## src/branch_bound_frontier_queue_assert.svh

```systemverilog
// Assertion macros for the branch-and-bound frontier queue.
`ifndef BRANCH_BOUND_FRONTIER_QUEUE_ASSERT_SVH
`define BRANCH_BOUND_FRONTIER_QUEUE_ASSERT_SVH
`ifndef SYNTH
`define BBFQ_ASSERT(label, clk, rst, prop, msg) \
   label: assert property (@(posedge clk) disable iff (rst) prop) else $error(msg);
`define BBFQ_ASSERT_RST(label, clk, prop, msg) \
   label: assert property (@(posedge clk) prop) else $error(msg);
`else
`define BBFQ_ASSERT(label, clk, rst, prop, msg)
`define BBFQ_ASSERT_RST(label, clk, prop, msg)
`endif
`endif

```

## src/bbfq_pkg.sv

```systemverilog
// Shared types and constants for the branch-and-bound frontier queue.
`default_nettype none
package bbfq_pkg;
   localparam int unsigned QUEUE_DEPTH = 256;
   localparam int unsigned CNT_W = $clog2(QUEUE_DEPTH + 1);
   localparam logic [15:0] FIRST_SWITCH_RST = 16'd20;
   localparam logic [15:0] PRIO_PHASE_RST   = 16'd733;
   localparam logic [15:0] DEPTH_PHASE_RST  = 16'd97;
   localparam logic [15:0] ITER_LIMIT_RST   = 16'd8000;

   localparam logic [1:0] OP_START  = 2'd0;
   localparam logic [1:0] OP_POP    = 2'd1;
   localparam logic [1:0] OP_OFFER  = 2'd2;
   localparam logic [1:0] OP_EXPEND = 2'd3;

   localparam logic [2:0] ST_EXPAND  = 3'd0;
   localparam logic [2:0] ST_DONE    = 3'd1;
   localparam logic [2:0] ST_QUEUED  = 3'd2;
   localparam logic [2:0] ST_DROPPED = 3'd3;
   localparam logic [2:0] ST_NEWBEST = 3'd4;
   localparam logic [2:0] ST_FULL    = 3'd5;
   localparam logic [2:0] ST_ACK     = 3'd6;

   localparam logic [1:0] CSR_FIRST = 2'd0;
   localparam logic [1:0] CSR_PRIO  = 2'd1;
   localparam logic [1:0] CSR_DEPTH = 2'd2;
   localparam logic [1:0] CSR_LIMIT = 2'd3;

   typedef struct packed {
      logic [1:0]  opcode;
      logic [15:0] node_id;
      logic [63:0] lower_bound;
      logic        solution_node;
      logic [63:0] path_cost;
   } req_type;

   typedef struct packed {
      logic [2:0]  status;
      logic [15:0] out_node_id;
      logic [63:0] out_lower_bound;
      logic [15:0] best_node_id;
      logic [63:0] best_cost;
      logic        has_best;
      logic        priority_active;
   } rsp_type;

   typedef struct packed {
      logic [15:0] handle;
      logic [63:0] bound;
   } entry_type;

   // Row command, same for every cell in a cycle.
   typedef enum logic [2:0] {
      CMD_HOLD, CMD_LOAD, CMD_PUSH, CMD_INSERT, CMD_SHIFT, CMD_SORT_EVEN, CMD_SORT_ODD
   } cmd_type;

   typedef struct packed {
      cmd_type   cmd;
      entry_type data;
   } row_ctl_type;
endpackage
`default_nettype wire

```

## src/bbfq_cell.sv

```systemverilog
// One queue cell: holds an entry and trades it with its neighbors.
`default_nettype none
module bbfq_cell (
   input  wire logic                  clock,
   input  wire logic                  even_pos,
   input  wire bbfq_pkg::row_ctl_type ctl,
   input  wire bbfq_pkg::entry_type   left_entry,
   input  wire logic                  left_ins,
   input  wire logic                  left_live,
   input  wire bbfq_pkg::entry_type   right_entry,
   input  wire logic                  right_live,
   input  wire logic                  live,
   output bbfq_pkg::entry_type        entry,
   output logic                       ins
);
   import bbfq_pkg::*;
   entry_type entry_ff, entry_in;
   logic pair_lo, pair_hi, odd_sort;

   assign entry = entry_ff;
   // Insert point: the row is sorted, so every cell from the first bound not
   // below the new one onward flags it on its own.
   assign ins = !live | (entry_ff.bound >= ctl.data.bound);
   assign odd_sort = (ctl.cmd == CMD_SORT_ODD);
   assign pair_lo = (even_pos ^ odd_sort);

   always_comb begin
      entry_in = entry_ff;
      case (ctl.cmd)
         CMD_LOAD:   entry_in = ctl.data;
         CMD_PUSH:   entry_in = left_live ? left_entry : ctl.data;
         CMD_INSERT: begin
            if (left_ins) entry_in = left_entry;
            else if (ins) entry_in = ctl.data;
         end
         CMD_SHIFT:  entry_in = right_entry;
         CMD_SORT_EVEN, CMD_SORT_ODD: begin
            // Swap only strictly out-of-order live pairs: keeps it stable.
            if (pair_lo) begin
               if (right_live && entry_ff.bound > right_entry.bound) entry_in = right_entry;
            end else begin
               if (live && left_live && left_entry.bound > entry_ff.bound)
                  entry_in = left_entry;
            end
         end
         default:    entry_in = entry_ff;
      endcase
   end

   always_ff @(posedge clock) begin
      entry_ff <= entry_in;
   end
endmodule
`default_nettype wire

```

## config.mk

```make
export PLATFORM = sky130hd
export DESIGN_NAME = bbfq_cell
export DESIGN_NICKNAME = d
export VERILOG_FILES = /design/src/branch_bound_frontier_queue_assert.svh /design/src/bbfq_pkg.sv /design/src/bbfq_cell.sv
export SDC_FILE = /design/constraint.sdc
export NUM_CORES = 1
export LEC_CHECK = 0
export BUFFER_PORTS_ARGS = -buffer_cell sky130_fd_sc_hd__buf_2
export CORE_MARGIN = 3
export CORE_UTILIZATION = 55
export DETAILED_ROUTE_END_ITERATION = 7
export PLACE_DENSITY = 0.88
export SLEW_MARGIN = 20
export SYNTH_ARGS = -nofsm -noshare
export SYNTH_HDL_FRONTEND = slang
export SYNTH_SLANG_ARGS = --single-unit
```

## constraint.sdc

```tcl
create_clock -name clock -period 7.29 [get_ports clock]
set_input_delay 1.0935 -clock clock [delete_from_list [all_inputs] [get_ports clock]]
set_output_delay 1.0935 -clock clock [all_outputs]
set_load 0.005 [all_outputs]
```

## Word-level counts from Yosys, hierarchy flattened

Index checks and enable logic that the tools add are counted.

- Logic and storage cells: 30
- Input bits: 249
- Bits in registers: 80
- Output and inout bits: 81

- Bitwise gates (word level): 2
- Order comparisons: 3
- Reductions and logical operators: 7
- Equal/unequal tests: 9
- Muxes and demuxes: 7

Operators by type and width:

| cell | count |
|---|---|
| $mux W80 | 6 |
| $pmux W80 S5 | 1 |
| $gt A64 B64 Y1 | 2 |
| $ge A64 B64 Y1 | 1 |
| $eq A3 B3 Y1 const B | 3 |
| $ne A3 B3 Y1 const B | 3 |
| $eq A3 B2 Y1 const B | 2 |
| $reduce_bool A5 Y1 | 1 |
| $reduce_and A4 Y1 | 1 |
| $eq A3 B1 Y1 const B | 1 |
| $logic_and A1 B1 Y1 | 3 |
| $reduce_or A2 Y1 | 1 |
| $logic_not A1 Y1 | 1 |
| $or A1 B1 Y1 | 1 |
| $xor A1 B1 Y1 | 1 |

## Logic depth before layout (Yosys ltp)

- Word-level depth: 5
- Depth in mapped cells: 9
- Gate-level depth less buffers: 9

## Worst setup path after synthesis

OpenSTA, ideal clock, no wires.

- Path type: input port to flip-flop
- From: in left_entry[14] in the netlist's numbering
- To: reg entry_ff, in the netlist entry[0] (enable)
- Data required time: 6.855 ns
- Library setup time: 0.435 ns
- Data arrival time: 4.069 ns
- Slack: 2.786 ns
- Buffers on the path: 0
- Stages on the path: 7
- Cells stage by stage: ha_1 -> nand4_1 -> or4_1 -> a21oi_1 -> o311ai_1 -> o2111ai_1 -> o211a_1

- Word-level cells in the longest chain between the ends: 4

RTL lines:

| what | line | RTL |
|---|---|---|
| start, declared | bbfq_cell.sv:7 | `input wire bbfq_pkg::entry_type left_entry,` |
| $gt A64 B64 Y1 | bbfq_cell.sv:42 | `if (live && left_live && left_entry.bound > entry_ff.bound)` |
| $logic_and A1 B1 Y1 | bbfq_cell.sv:42 |  |
| $ne A3 B3 Y1 (no line) | -- |  |
| $reduce_and A4 Y1 (no line) | -- |  |
| end signal, assigned | bbfq_cell.sv:51 | `entry_ff <= entry_in;` |
| end, declared | bbfq_cell.sv:17 | `entry_type entry_ff, entry_in;` |

No other way between the ends.
A chain may end at the register's enable or synchronous reset.

## Worst setup path in the final report

- From: in ctl[0] in the netlist's numbering
- To: out ins

- Word-level cells in the longest chain between the ends: 2

RTL lines:

| what | line | RTL |
|---|---|---|
| start, declared | bbfq_cell.sv:6 | `input wire bbfq_pkg::row_ctl_type ctl,` |
| $ge A64 B64 Y1 | bbfq_cell.sv:23 | `assign ins = !live \| (entry_ff.bound >= ctl.data.bound);` |
| $or A1 B1 Y1 | bbfq_cell.sv:23 |  |
| end, declared | bbfq_cell.sv:14 | `output logic ins` |

No other way between the ends.

==> out/metrics.yaml <==
status: "complete, but fails checks"
failed_checks: "DRC"
worst_pin_slew_ns: 1.067
ys.flop_type: "edfxtp_1"
track_usage: 0.3159
p_leak_nw: 6.116
crit_arrival_ns: 3.10
die_area_sq_mm: 0.01716
intPower_mw: 1.186
wl_per_cell_um: 18.82
finalSetupViolations: 0
combinationalPowerShare: 0.388
synth_area_sq_mm: 0.008591
multi_input_area_sq_mm: 0.005080
dp_cells: 1488
post-route-drc-count: 27
wl_um: 28350
area_growth_pct: 25.63
drtIter0Drc: 1158
power_switching_uw: 681.4
grt_pass1_wl_um: 42400
regArea_sq_mm: 0.002402
hold_buffers: 0
syn_nets: 1412
fin_worst_skew_ns: 0.005473
seq_power_share: 0.356
gp_congestion: 0.9542
grt_pass1_vias: 8678
p_clk_frac: 0.256
crit_path_end_kind: "output port"
initial_core_util: 0.5630
cts_tree: "yes"
rsz0062_at_grt: "no"
crit_required_ns: 6.20
num-fill-cells: 1202
place_hpwl_um: 22970
io_pins: 330
largest_reg_flops: 80
overflow: 0
postSynthAreaPerCell_sq_um: 8.847
setup_tns_ns: 0
period_share: 0.5752
numCtsBuffers: 9
cp-start-kind: "input pin"
die_h_um: 131.0
rows: 45
critPathLaunch: "ctl[0]"
first_pass_iters: 8
drive_gt1_frac: 0.2782
clkLatencyLatePin_ns: 0.35
fin_cells: 1506
clkTransAtPathRegs_ns: 0.07
slew_viol_final: 0
max_freq_mhz: 238.5
syn_inst: 971
r2r-start: "entry[61]"
antenna_found_initial: 1
critical_path_class: "input pin to output port"
reg2reg_setup_slack_ns: 3.63
fp.dieW_um: 131.0
yosysUniqueCellTypes: 44
post_cts_buffers: 0
io_buffers: 329
slew_headroom: 0.2862
p_sw_frac: 0.3650
ir_worst_vdd_mv: 0.09880
yosysSeqAreaShare: 0.2796
powerDensity_mw_per_mm2: 173.0
hold_class: "input pin to register"
cts_root_buf: "clkbuf_16"
final_nets: 1730
cts_resized: 0
grt_start_max_net_pins: 81
synth_seq_cells: 80
vias: 8954
async_reset_ff_frac: 0
clock_sinks: 80
drt-vias-per-instance: 5.946
cts_buffer_depth: 2
ant_nets: 0
min_period_ns: 4.193
maxCapViolCount: 0
hold_violations: 0
cp_max_fo: 2
r2r_cells: 9
crit_end: "ins"
r2r_end: "entry[61]"
synth_edf_count: 80
synth_warnings: 0
core_sq_mm: 0.01526
htreeDepth: 3
==> stage by stage <==
| stage | setup WS [ns] | util | power [mW] | hold WS (ns) | cell area (sq um) |
|---|---|---|---|---|---|
| global placement | 2.861 | 0.6854 | 1.350 | 1.379 | 10460 |
| CTS | 3.067 | 0.7054 | 1.863 | 1.013 | 10760 |
| floorplan | 2.786 | - | 1.079 | 1.284 | 8591 |
| finish | 3.097 | 0.7073 | 1.867 | 1.027 | 10790 |
| global route | 3.014 | 0.7073 | 1.993 | 1.031 | 10790 |
| detailed placement | 2.692 | 0.6854 | 1.383 | 1.379 | 10460 |
==> cell families after synthesis <==
family          count (synthesis)  share of synthesized area
simple gates                  156                    0.09350
compound gates                239                     0.2121
flops                          80                     0.2796
buf+inv                       303                     0.1338
mux                             1                   0.001311
fa+ha+maj                     192                     0.2796
==> how the worst min path moves through the flow <==
stage                     from        end  cells after the start
3_5_place_dp   right_entry[67]  entry[67]                      3
2_1_floorplan          ctl[10]  entry[10]                      2
4_1_cts        right_entry[76]  entry[76]                      3
6_report       right_entry[76]  entry[76]                      3
3_3_place_gp   right_entry[76]  entry[76]                      3
5_1_grt        right_entry[74]  entry[74]                      3
==> power by group through the flow <==
stage	clock network, mW	registers, mW	logic (mW)
6_report	0.477	0.665	0.725
5_1_grt	0.500	0.672	0.822
3_5_place_dp	0	0.674	0.709
4_1_cts	0.483	0.664	0.715
3_3_place_gp	0	0.671	0.679
2_1_floorplan	0	0.662	0.417
==> cells in the final DEF, fill, tap and decap left out, types with 7 or more instances in the layout <==
master / instances
nand2_1: 47
nand3_1: 18
o21ai_0: 22
a211oi_1: 7
edfxtp_1: 80
ha_1: 192
and4_1: 7
a222oi_1: 80
a21o_1: 24
a21oi_1: 64
nor3_1: 9
nor2_1: 19
clkbuf_16: 9
inv_1: 276
buf_2: 329
nand4_1: 34
==> area by class of cell <==
class	count	share of cell area
well taps	211	0.02446
repair buffers	334	0.1579
diodes	1	0.0002319
inverters	276	0.09599
clock inverters	7	0.007303
clock buffers	9	0.02087
multi-input cells	588	0.4707
flip-flops and latches	80	0.2226
==> cells in the mapped netlist, types with 4 or more instances <==
cell type  instances  area (sq um)
inv_1            276          1036
ha_1             192          2402
a222oi_1          80         800.8
edfxtp_1          80          2402
a21oi_1           65         325.3
nand2_1           47         176.4
nand4_1           34         212.7
a21o_1            24         180.2
o21ai_0           22         110.1
nor2_1            19         71.32
nand3_1           18         90.09
clkbuf_1          17         63.81
buf_2             10         50.05
nor3_1             9         45.04
a211oi_1           7         52.55
and4_1             7         61.31
a221oi_1           6         52.55
nor2b_1            5         31.28
nor4_1             5         31.28
a31oi_1            4         25.02
o21ai_1            4         20.02
==> routing by layer <==
layer,vias to the layer above,track usage,routed length (um)
met3,71,0.05366,2738
met5,-,0,0
li1,4223,-,-
met1,4116,0.3994,10980
met4,0,0.1264,869
met2,544,0.5361,13760
==> critical path: stages <==
cell and delay, ns:
buf_2 0.12, ha_1 0.28, nand2b_1 0.14, a2111oi_0 0.50, o21a_1 0.26, o211ai_2 0.16, a21oi_2 0.26, o211ai_2 0.14
buf_2 0.16
Power figures use the tool's default switching activity.
