File: config.mk
export PLATFORM = sky130hd
export DESIGN_NAME = bbfq_ctrl
export DESIGN_NICKNAME = d
export VERILOG_FILES = /design/src/bbfq_pkg.sv /design/src/bbfq_ctrl.sv
export VERILOG_INCLUDE_DIRS = /design/src /design/src/src
export SDC_FILE = /design/constraint.sdc
export NUM_CORES = 1
export LEC_CHECK = 0
export BUFFER_PORTS_ARGS = -buffer_cell sky130_fd_sc_hd__buf_2
export CORE_AREA = 2 2 201 203
export CTS_CLUSTER_SIZE = 28
export DETAILED_ROUTE_END_ITERATION = 7
export DIE_AREA = 0 0 203 205
export MAX_ROUTING_LAYER = met4
export PLACE_DENSITY = 0.71
export SYNTH_ARGS = -nofsm -noshare
export SYNTH_HDL_FRONTEND = slang
export SYNTH_SLANG_ARGS = --single-unit
File: constraint.sdc
create_clock -name clock -period 9.99 [get_ports clock]
set_clock_uncertainty 0.05 [all_clocks]
set_input_delay 0.999 -clock clock [delete_from_list [all_inputs] [get_ports clock]]
set_output_delay 0.999 -clock clock [all_outputs]
set_load 0.005 [all_outputs]
File: src/branch_bound_frontier_queue_assert.svh
// Assertion macros for the branch-and-bound frontier queue.
`ifndef BRANCH_BOUND_FRONTIER_QUEUE_ASSERT_SVH
`define BRANCH_BOUND_FRONTIER_QUEUE_ASSERT_SVH
`ifndef SYNTH
`define BBFQ_ASSERT(label, clk, rst, prop, msg) \
   label: assert property (@(posedge clk) disable iff (rst) prop) else $error(msg);
`define BBFQ_ASSERT_RST(label, clk, prop, msg) \
   label: assert property (@(posedge clk) prop) else $error(msg);
`else
`define BBFQ_ASSERT(label, clk, rst, prop, msg)
`define BBFQ_ASSERT_RST(label, clk, prop, msg)
`endif
`endif

File: src/bbfq_pkg.sv
// Shared types and constants for the branch-and-bound frontier queue.
`default_nettype none
package bbfq_pkg;
   localparam int unsigned QUEUE_DEPTH = 256;
   localparam int unsigned CNT_W = $clog2(QUEUE_DEPTH + 1);
   localparam logic [15:0] FIRST_SWITCH_RST = 16'd20;
   localparam logic [15:0] PRIO_PHASE_RST   = 16'd733;
   localparam logic [15:0] DEPTH_PHASE_RST  = 16'd97;
   localparam logic [15:0] ITER_LIMIT_RST   = 16'd8000;

   localparam logic [1:0] OP_START  = 2'd0;
   localparam logic [1:0] OP_POP    = 2'd1;
   localparam logic [1:0] OP_OFFER  = 2'd2;
   localparam logic [1:0] OP_EXPEND = 2'd3;

   localparam logic [2:0] ST_EXPAND  = 3'd0;
   localparam logic [2:0] ST_DONE    = 3'd1;
   localparam logic [2:0] ST_QUEUED  = 3'd2;
   localparam logic [2:0] ST_DROPPED = 3'd3;
   localparam logic [2:0] ST_NEWBEST = 3'd4;
   localparam logic [2:0] ST_FULL    = 3'd5;
   localparam logic [2:0] ST_ACK     = 3'd6;

   localparam logic [1:0] CSR_FIRST = 2'd0;
   localparam logic [1:0] CSR_PRIO  = 2'd1;
   localparam logic [1:0] CSR_DEPTH = 2'd2;
   localparam logic [1:0] CSR_LIMIT = 2'd3;

   typedef struct packed {
      logic [1:0]  opcode;
      logic [15:0] node_id;
      logic [63:0] lower_bound;
      logic        solution_node;
      logic [63:0] path_cost;
   } req_type;

   typedef struct packed {
      logic [2:0]  status;
      logic [15:0] out_node_id;
      logic [63:0] out_lower_bound;
      logic [15:0] best_node_id;
      logic [63:0] best_cost;
      logic        has_best;
      logic        priority_active;
   } rsp_type;

   typedef struct packed {
      logic [15:0] handle;
      logic [63:0] bound;
   } entry_type;

   // Row command, same for every cell in a cycle.
   typedef enum logic [2:0] {
      CMD_HOLD, CMD_LOAD, CMD_PUSH, CMD_INSERT, CMD_SHIFT, CMD_SORT_EVEN, CMD_SORT_ODD
   } cmd_type;

   typedef struct packed {
      cmd_type   cmd;
      entry_type data;
   } row_ctl_type;
endpackage
`default_nettype wire

File: src/bbfq_ctrl.sv
// Sequencer: search state, mode countdowns and row commands.
`default_nettype none
`include "branch_bound_frontier_queue_assert.svh"
module bbfq_ctrl (
   input  wire logic                    clock,
   input  wire logic                    reset,
   input  wire logic                    req_valid,
   output logic                         req_ready,
   input  wire bbfq_pkg::req_type       req_data,
   output logic                         rsp_valid,
   input  wire logic                    rsp_ready,
   output bbfq_pkg::rsp_type            rsp_data,
   input  wire logic                    csr_write,
   input  wire logic [1:0]              csr_index,
   input  wire logic [15:0]             csr_data,
   input  wire bbfq_pkg::entry_type     head,
   input  wire logic                    tail_ins,
   output bbfq_pkg::row_ctl_type        ctl,
   output logic [bbfq_pkg::CNT_W-1:0]   count
);
   import bbfq_pkg::*;
   typedef enum logic [1:0] {S_IDLE, S_POP, S_SORT, S_OUT} state_type;

   state_type state_ff;
   logic [CNT_W-1:0] count_ff, sort_ff;
   logic [63:0] upper_ff;
   logic [15:0] best_id_ff, countdown_ff, exp_ff;
   logic best_valid_ff, sorted_ff, finished_ff, odd_ff;
   logic [15:0] first_ff, prio_ff, depth_ff, limit_ff;
   logic [2:0] status_ff;
   logic [15:0] out_id_ff;
   logic [63:0] out_lb_ff;
   logic [15:0] cd_dec, exp_inc;

   assign req_ready = (state_ff == S_IDLE);
   assign rsp_valid = (state_ff == S_OUT);
   // Search state only moves outside S_OUT, so show it directly.
   assign rsp_data = '{status: status_ff, out_node_id: out_id_ff,
                       out_lower_bound: out_lb_ff, best_node_id: best_id_ff,
                       best_cost: upper_ff, has_best: best_valid_ff,
                       priority_active: sorted_ff};
   assign count = count_ff;
   assign cd_dec = countdown_ff - 16'd1;
   assign exp_inc = (exp_ff == 16'hFFFF) ? exp_ff : exp_ff + 16'd1;

   // Drive the row for this cycle.
   always_comb begin
      ctl.cmd = CMD_HOLD;
      ctl.data.handle = req_data.node_id;
      ctl.data.bound = req_data.lower_bound;
      if (state_ff == S_IDLE && req_valid) begin
         if (req_data.opcode == OP_START) ctl.cmd = CMD_LOAD;
         else if (!finished_ff && req_data.opcode == OP_OFFER && !req_data.solution_node &&
                  req_data.lower_bound < upper_ff && count_ff < CNT_W'(QUEUE_DEPTH))
            ctl.cmd = sorted_ff ? CMD_INSERT : CMD_PUSH;
      end else if (state_ff == S_POP && count_ff != '0) begin
         ctl.cmd = CMD_SHIFT;
      end else if (state_ff == S_SORT) begin
         ctl.cmd = odd_ff ? CMD_SORT_ODD : CMD_SORT_EVEN;
      end
   end

   // Hold state, registers and the result.
   always_ff @(posedge clock) begin
      if (reset) begin
         state_ff <= S_IDLE;
         count_ff <= '0;
         upper_ff <= '1;
         best_id_ff <= '0;
         best_valid_ff <= 1'b0;
         sorted_ff <= 1'b0;
         countdown_ff <= '0;
         exp_ff <= '0;
         finished_ff <= 1'b0;
         first_ff <= FIRST_SWITCH_RST;
         prio_ff <= PRIO_PHASE_RST;
         depth_ff <= DEPTH_PHASE_RST;
         limit_ff <= ITER_LIMIT_RST;
         sort_ff <= '0;
         odd_ff <= 1'b0;
      end else begin
         if (csr_write) begin
            case (csr_index)
               CSR_FIRST: first_ff <= csr_data;
               CSR_PRIO:  prio_ff <= csr_data;
               CSR_DEPTH: depth_ff <= csr_data;
               CSR_LIMIT: limit_ff <= csr_data;
               default:   first_ff <= first_ff;
            endcase
         end
         case (state_ff)
            S_IDLE: if (req_valid) begin
               out_id_ff <= '0;
               out_lb_ff <= '0;
               if (req_data.opcode == OP_START) begin
                  status_ff <= ST_ACK;
                  state_ff <= S_OUT;
                  count_ff <= CNT_W'(1);
                  upper_ff <= '1;
                  best_id_ff <= '0;
                  best_valid_ff <= 1'b0;
                  sorted_ff <= 1'b0;
                  countdown_ff <= '0;
                  exp_ff <= '0;
                  finished_ff <= 1'b0;
               end else if (finished_ff) begin
                  status_ff <= ST_DONE;
                  state_ff <= S_OUT;
               end else if (req_data.opcode == OP_POP) begin
                  state_ff <= S_POP;
               end else if (req_data.opcode == OP_OFFER) begin
                  state_ff <= S_OUT;
                  if (req_data.solution_node) begin
                     if (req_data.path_cost < upper_ff) begin
                        upper_ff <= req_data.path_cost;
                        if (!best_valid_ff) countdown_ff <= first_ff;
                        best_valid_ff <= 1'b1;
                        best_id_ff <= req_data.node_id;
                        status_ff <= ST_NEWBEST;
                     end else status_ff <= ST_DROPPED;
                  end else if (req_data.lower_bound >= upper_ff) begin
                     status_ff <= ST_DROPPED;
                  end else if (count_ff >= CNT_W'(QUEUE_DEPTH)) begin
                     status_ff <= ST_FULL;
                  end else begin
                     count_ff <= count_ff + CNT_W'(1);
                     status_ff <= ST_QUEUED;
                  end
               end else begin
                  exp_ff <= exp_inc;
                  if (best_valid_ff) begin
                     if (cd_dec == '0) begin
                        sorted_ff <= !sorted_ff;
                        if (!sorted_ff) begin
                           countdown_ff <= prio_ff;
                           sort_ff <= count_ff;
                           odd_ff <= 1'b0;
                           state_ff <= S_SORT;
                        end else begin
                           countdown_ff <= depth_ff;
                           state_ff <= S_OUT;
                        end
                     end else begin
                        countdown_ff <= cd_dec;
                        state_ff <= S_OUT;
                     end
                     if (exp_inc > limit_ff) begin
                        finished_ff <= 1'b1;
                        status_ff <= ST_DONE;
                     end else status_ff <= ST_ACK;
                  end else begin
                     status_ff <= ST_ACK;
                     state_ff <= S_OUT;
                  end
               end
            end
            S_POP: begin
               if (count_ff == '0) begin
                  finished_ff <= 1'b1;
                  status_ff <= ST_DONE;
                  state_ff <= S_OUT;
               end else begin
                  count_ff <= count_ff - CNT_W'(1);
                  if (head.bound < upper_ff) begin
                     status_ff <= ST_EXPAND;
                     out_id_ff <= head.handle;
                     out_lb_ff <= head.bound;
                     state_ff <= S_OUT;
                  end
               end
            end
            S_SORT: begin
               // Odd-even transposition: count passes sort the row.
               odd_ff <= !odd_ff;
               if (sort_ff == '0) state_ff <= S_OUT;
               else sort_ff <= sort_ff - CNT_W'(1);
            end
            S_OUT: if (rsp_ready) state_ff <= S_IDLE;
            default: state_ff <= S_IDLE;
         endcase
      end
   end

   `BBFQ_ASSERT(a_count_max, clock, reset, count_ff <= CNT_W'(QUEUE_DEPTH),
      "queue count past depth")
   `BBFQ_ASSERT(a_rsp_hold, clock, reset, (rsp_valid && !rsp_ready) |=> rsp_valid,
      "response lost")
   `BBFQ_ASSERT(a_one_side, clock, reset, !(req_ready && rsp_valid),
      "accepting while response pending")
   `BBFQ_ASSERT(a_tail_open, clock, reset, (ctl.cmd == CMD_INSERT) |-> tail_ins,
      "sorted insert with no room at the tail")
endmodule
`default_nettype wire

# Word-level counts from Yosys, hierarchy flattened
# Index checks and enable logic that the tools add are counted.
# classes
n_bitwise,1
reduce_logical,40
n_mux,119
add_sub_neg,5
eq_ne,37
order_cmp,7
# ops
op,count
$mux W64,9
$mux W16,24
$lt A64 B64 Y1,3
$mux W9,18
$pmux W64 S2,1
$ge A64 B64 Y1,1
$mux W3,16
$pmux W9 S2,2
$pmux W16 S2,1
$mux W1,30
$mux W2,14
$logic_not A9 Y1,2
$ne A2 B2 Y1 const B,9
$reduce_and A9 Y1,2
$sub A9 B1 Y9 const B,2
$add A16 B1 Y16 const B,1
$eq A16 B16 Y1 const B,1
$gt A16 B16 Y1,1
$logic_not A16 Y1,1
$ne A2 B1 Y1 const B,8
$sub A16 B1 Y16 const B,1
$reduce_and A5 Y1,3
$reduce_and A7 Y1,2
$reduce_bool A2 Y1,7
23 further kinds,50
# word_totals
register_bits,283
out_inout_bits,259
wordCells,227
inputBits,251

# Longest topological paths before layout
# logic_depth
word_depth,11
ltp_mapped,17
depth_no_buf,15

# Least setup slack after synthesis
# No wires, ideal clock.
# synth_path
kind,input to register
start,input head[43] (netlist bit)
end,register out_id_ff[0] (enable)
setup_slack_ps,1440
t_arrival_ps,7883
path_buffers,0
required_time_ps,9323
setup_time_ps,617
stages,8
cell_sequence,ha_1 > a211oi_1 > o21ai_0 > a2111oi_0 > o311a_1 > and4_1 > a21oi_1 > nor3_1
# synth_via
elab_chain_len,3
# synth_rtl
item,line_no,source
from (decl),bbfq_ctrl.sv:16,"input wire bbfq_pkg::entry_type head,"
$lt A64 B64 Y1,bbfq_ctrl.sv:164,if (head.bound < upper_ff) begin
$ne A2 B1 Y1 (no line),n/a,
$reduce_and A5 Y1 (no line),n/a,
to (signal assigned),bbfq_ctrl.sv:166,out_id_ff <= head.handle;
to (decl),bbfq_ctrl.sv:31,logic [15:0] out_id_ff;
# Every way passes these cells.
# A chain may end at the register's enable or synchronous reset.

==> results.md <==
* Status: completed
* CP Data Required Time at 8.94 ns
* GRT Overall Usage at 0.302
* Initial core utilization at 0.457
* I/O pins at 510
* RSZ-0062 raised after global routing: false
* Total global routing overflow at 0
* Synthesized net count at 2542
* Skew-Pair Late Insertion Delay at 0.55 ns
* Iter 0 DRT Violations at 1295
* Antenna violations before repair at 6
* Final nets at 2903
* Worst-path maximum fanout at 5
* Async SR Flop Fraction at 0
* Hold WS at 0.396 ns
* Vias at 17400
* Synthesized flop and latch total at 283
* Area growth from synthesis to layout at 19.1%
* Crit path launch type: primary input
* Min-Delay Startpoint: best_id_ff[12]
* Dpl hpwl at 49.4 mm
* Cell area after synthesis at 18000 um^2
* Root Buffer: clkbuf_16
* FF-to-FF End: out_lb_ff[32]
* CTS Buffer Depth at 3
* EDFF count, synth at 83
* Max VDD drop at 0.120 mV
* Port Buf Inserts at 508
* Post-Route WL at 64.3 mm
* Largest net degree at the start of global routing at 95
* Clock sinks at 283
* Initial DRT Pass Iterations at 8
* Placer Congestion at 0.955
* Number of global-route vias before repair at 16200
* Hold Crit Class: flip-flop to flip-flop
* Post-route ant nets at 0
* Static Leakage at 9.99 nW
* Wire length per cell at 21.5 um
* Chip Width at 203 um
* Syn avg cell area at 8.68 um^2
* Max_cap viols at 0
* Crit path kind: primary input to output port
* Reg2reg start: upper_ff[60]
* Distinct cells, synth at 83
* CTS tree: done
* CTS clk-pin slew, worst paths at 0.05 ns
* Final worst-path cycle share at 0.578
* Hold Crit Endpoint: best_id_ff[12]
* FF-to-FF path depth at 11
* Total setup buffers inserted after CTS at 0
* Hold Path Depth at 2
* Worst slew pin tran at 1.24 ns
* Pins Over Slew Limit at 0
* Layout Cell Area excl Fill at 21400 um^2
* CORE AREA at 39400 um^2
* Synth Instances at 2071
* Inserted Clock Buffers at 35
* Inst Count DP at 2920
* Seq/Total Area, Yosys at 0.361
* Fill cells at 3676
* Rows at 73
* # setup viols final at 0
* H-tree Lvls at 2
* Vias/cell at 5.82
* Ys flop type: dfxtp_1
* Yosys Warn Count at 0
* CTS resizes at 0
* WP data arrival at 4.72 ns
* R2R Setup Slk at 5.39 ns
* Post-Layout Cell Count at 2990
* Power Dens Cells at 184 nW/um^2
* Hold_buf cts at 0
* F_max at 173 MHz
* Normalized max-slew margin at 0.171
* Final Hold Vio Count at 0
* Die height at 205 um
* Post-placement cell area at 20200 um^2
* Final min period at 5.77 ns
* Proportion of layout cells with a drive suffix above 1 at 0.244
* TNS Setup at 0 ns
* First-pass GRT wire length at 94.0 mm
* DRC errors left at 0
* CP endpoint kind: output port
* Die ar. at 41600 um^2
## cell usage after synthesis (all sizes together) (20+ instances only)
cell	count	area [um^2]
a21oi	172	880
a31oi	77	482
inv	105	394
nand3	53	265
mux2i	28	280
ha	220	2750
nor4	83	556
nand2	249	935
edfxtp	83	2490
buf	93	684
nand4	35	219
nor3	33	170
and2	86	538
nor2	99	372
o21ai	68	340
dfxtp	200	4000
nand3b	20	150
a211oi	22	170
clkbuf	101	379
## where the power goes
part | leakage (nW) | switching (mW) | internal (mW)
registers | 2.42 | 0.0789 | 1.37
clock network | 0.561 | 0.535 | 0.778
logic | 7.00 | 0.739 | 0.441
## flip-flops by register name (all words and copies together), names as in the netlist, 2 cells and up
name	flops
depth_ff	16
count	9
prio_ff	16
state_ff	2
exp_ff	16
sort_ff	9
first_ff	16
status_ff	3
out_lb_ff	64
out_id_ff	16
upper_ff	64
limit_ff	16
best_id_ff	16
countdown_ff	16
## final cells by class
class / count / area (um^2) / share of cell area
multi-input cells: 1486 / 10000 / 0.469
flip-flops and latches: 283 / 6500 / 0.303
repair buffers: 518 / 2620 / 0.123
clock buffers: 44 / 940 / 0.0439
well taps: 525 / 657 / 0.0307
inverters: 108 / 407 / 0.0190
clock inverters: 20 / 228 / 0.0106
diodes: 6 / 15.0 / 0.000701
## cells in the final DEF (no fill, tap or decap), types with 20 or more instances in the layout
cell	Yosys	routed
nor4_1	80	80
dfxtp_1	200	200
a211oi_1	21	21
nand4_1	35	35
buf_2	4	507
and2_1	85	85
nor3_1	32	31
ha_1	220	218
clkbuf_16	0	35
edfxtp_1	83	83
a31oi_1	77	77
a21oi_1	169	169
inv_1	105	105
nand3b_1	20	20
nand2_1	249	249
o21ai_0	67	67
nand3_1	53	53
nor2_1	99	99
mux2i_1	28	28
## critical path, stage by stage
cell	delay [ns]
buf_2	0.12
ha_1	0.30
a21o_1	0.19
a221o_1	0.35
a221oi_1	0.44
o21ai_0	0.20
a211oi_1	0.76
nand2_1	0.16
or4_1	0.58
o21ai_0	0.41
buf_2	0.20
## stage by stage
step / total power [mW] / util / setup slack, ns
after floorplan: 2.22 / - / 1.44
after global placement: 2.61 / 0.514 / 4.37
after detailed placement: 2.64 / 0.514 / 4.29
after CTS: 3.96 / 0.543 / 4.29
after global routing: 4.14 / 0.544 / 4.03
final: 3.94 / 0.544 / 4.22
## worst max-delay path by stage
| stage | from | endpoint | slack (ns) | cells after the start |
|---|---|---|---|---|
| 4_1_cts | req_data[114] | ctl[80] | 4.29 | 11 |
| 3_3_place_gp | req_data[114] | ctl[80] | 4.37 | 11 |
| 2_1_floorplan | head[43] | out_id_ff[0] | 1.44 | 8 |
| 6_report | req_data[114] | ctl[80] | 4.22 | 11 |
| 5_1_grt | req_data[114] | ctl[80] | 4.03 | 11 |
| 3_5_place_dp | req_data[114] | ctl[80] | 4.29 | 11 |
## layer usage
layer | global-route usage | vias to the layer above | routed length [um]
met1 | 0.372 | 8314 | 26400
li1 | - | 8226 | -
met2 | 0.492 | 735 | 30600
met3 | 0.0437 | 128 | 4260
met4 | 0.141 | 0 | 3060
met5 | - | - | 0
## cell families after synthesis
group	count (synthesis)	share of synthesized area
compound gates	477	0.166
mux	31	0.0175
xor+xnor	23	0.0112
flops	283	0.361
fa+ha+maj	220	0.153
simple gates	735	0.209
buf+inv	302	0.0817
(Power assumes the default switching activity.)
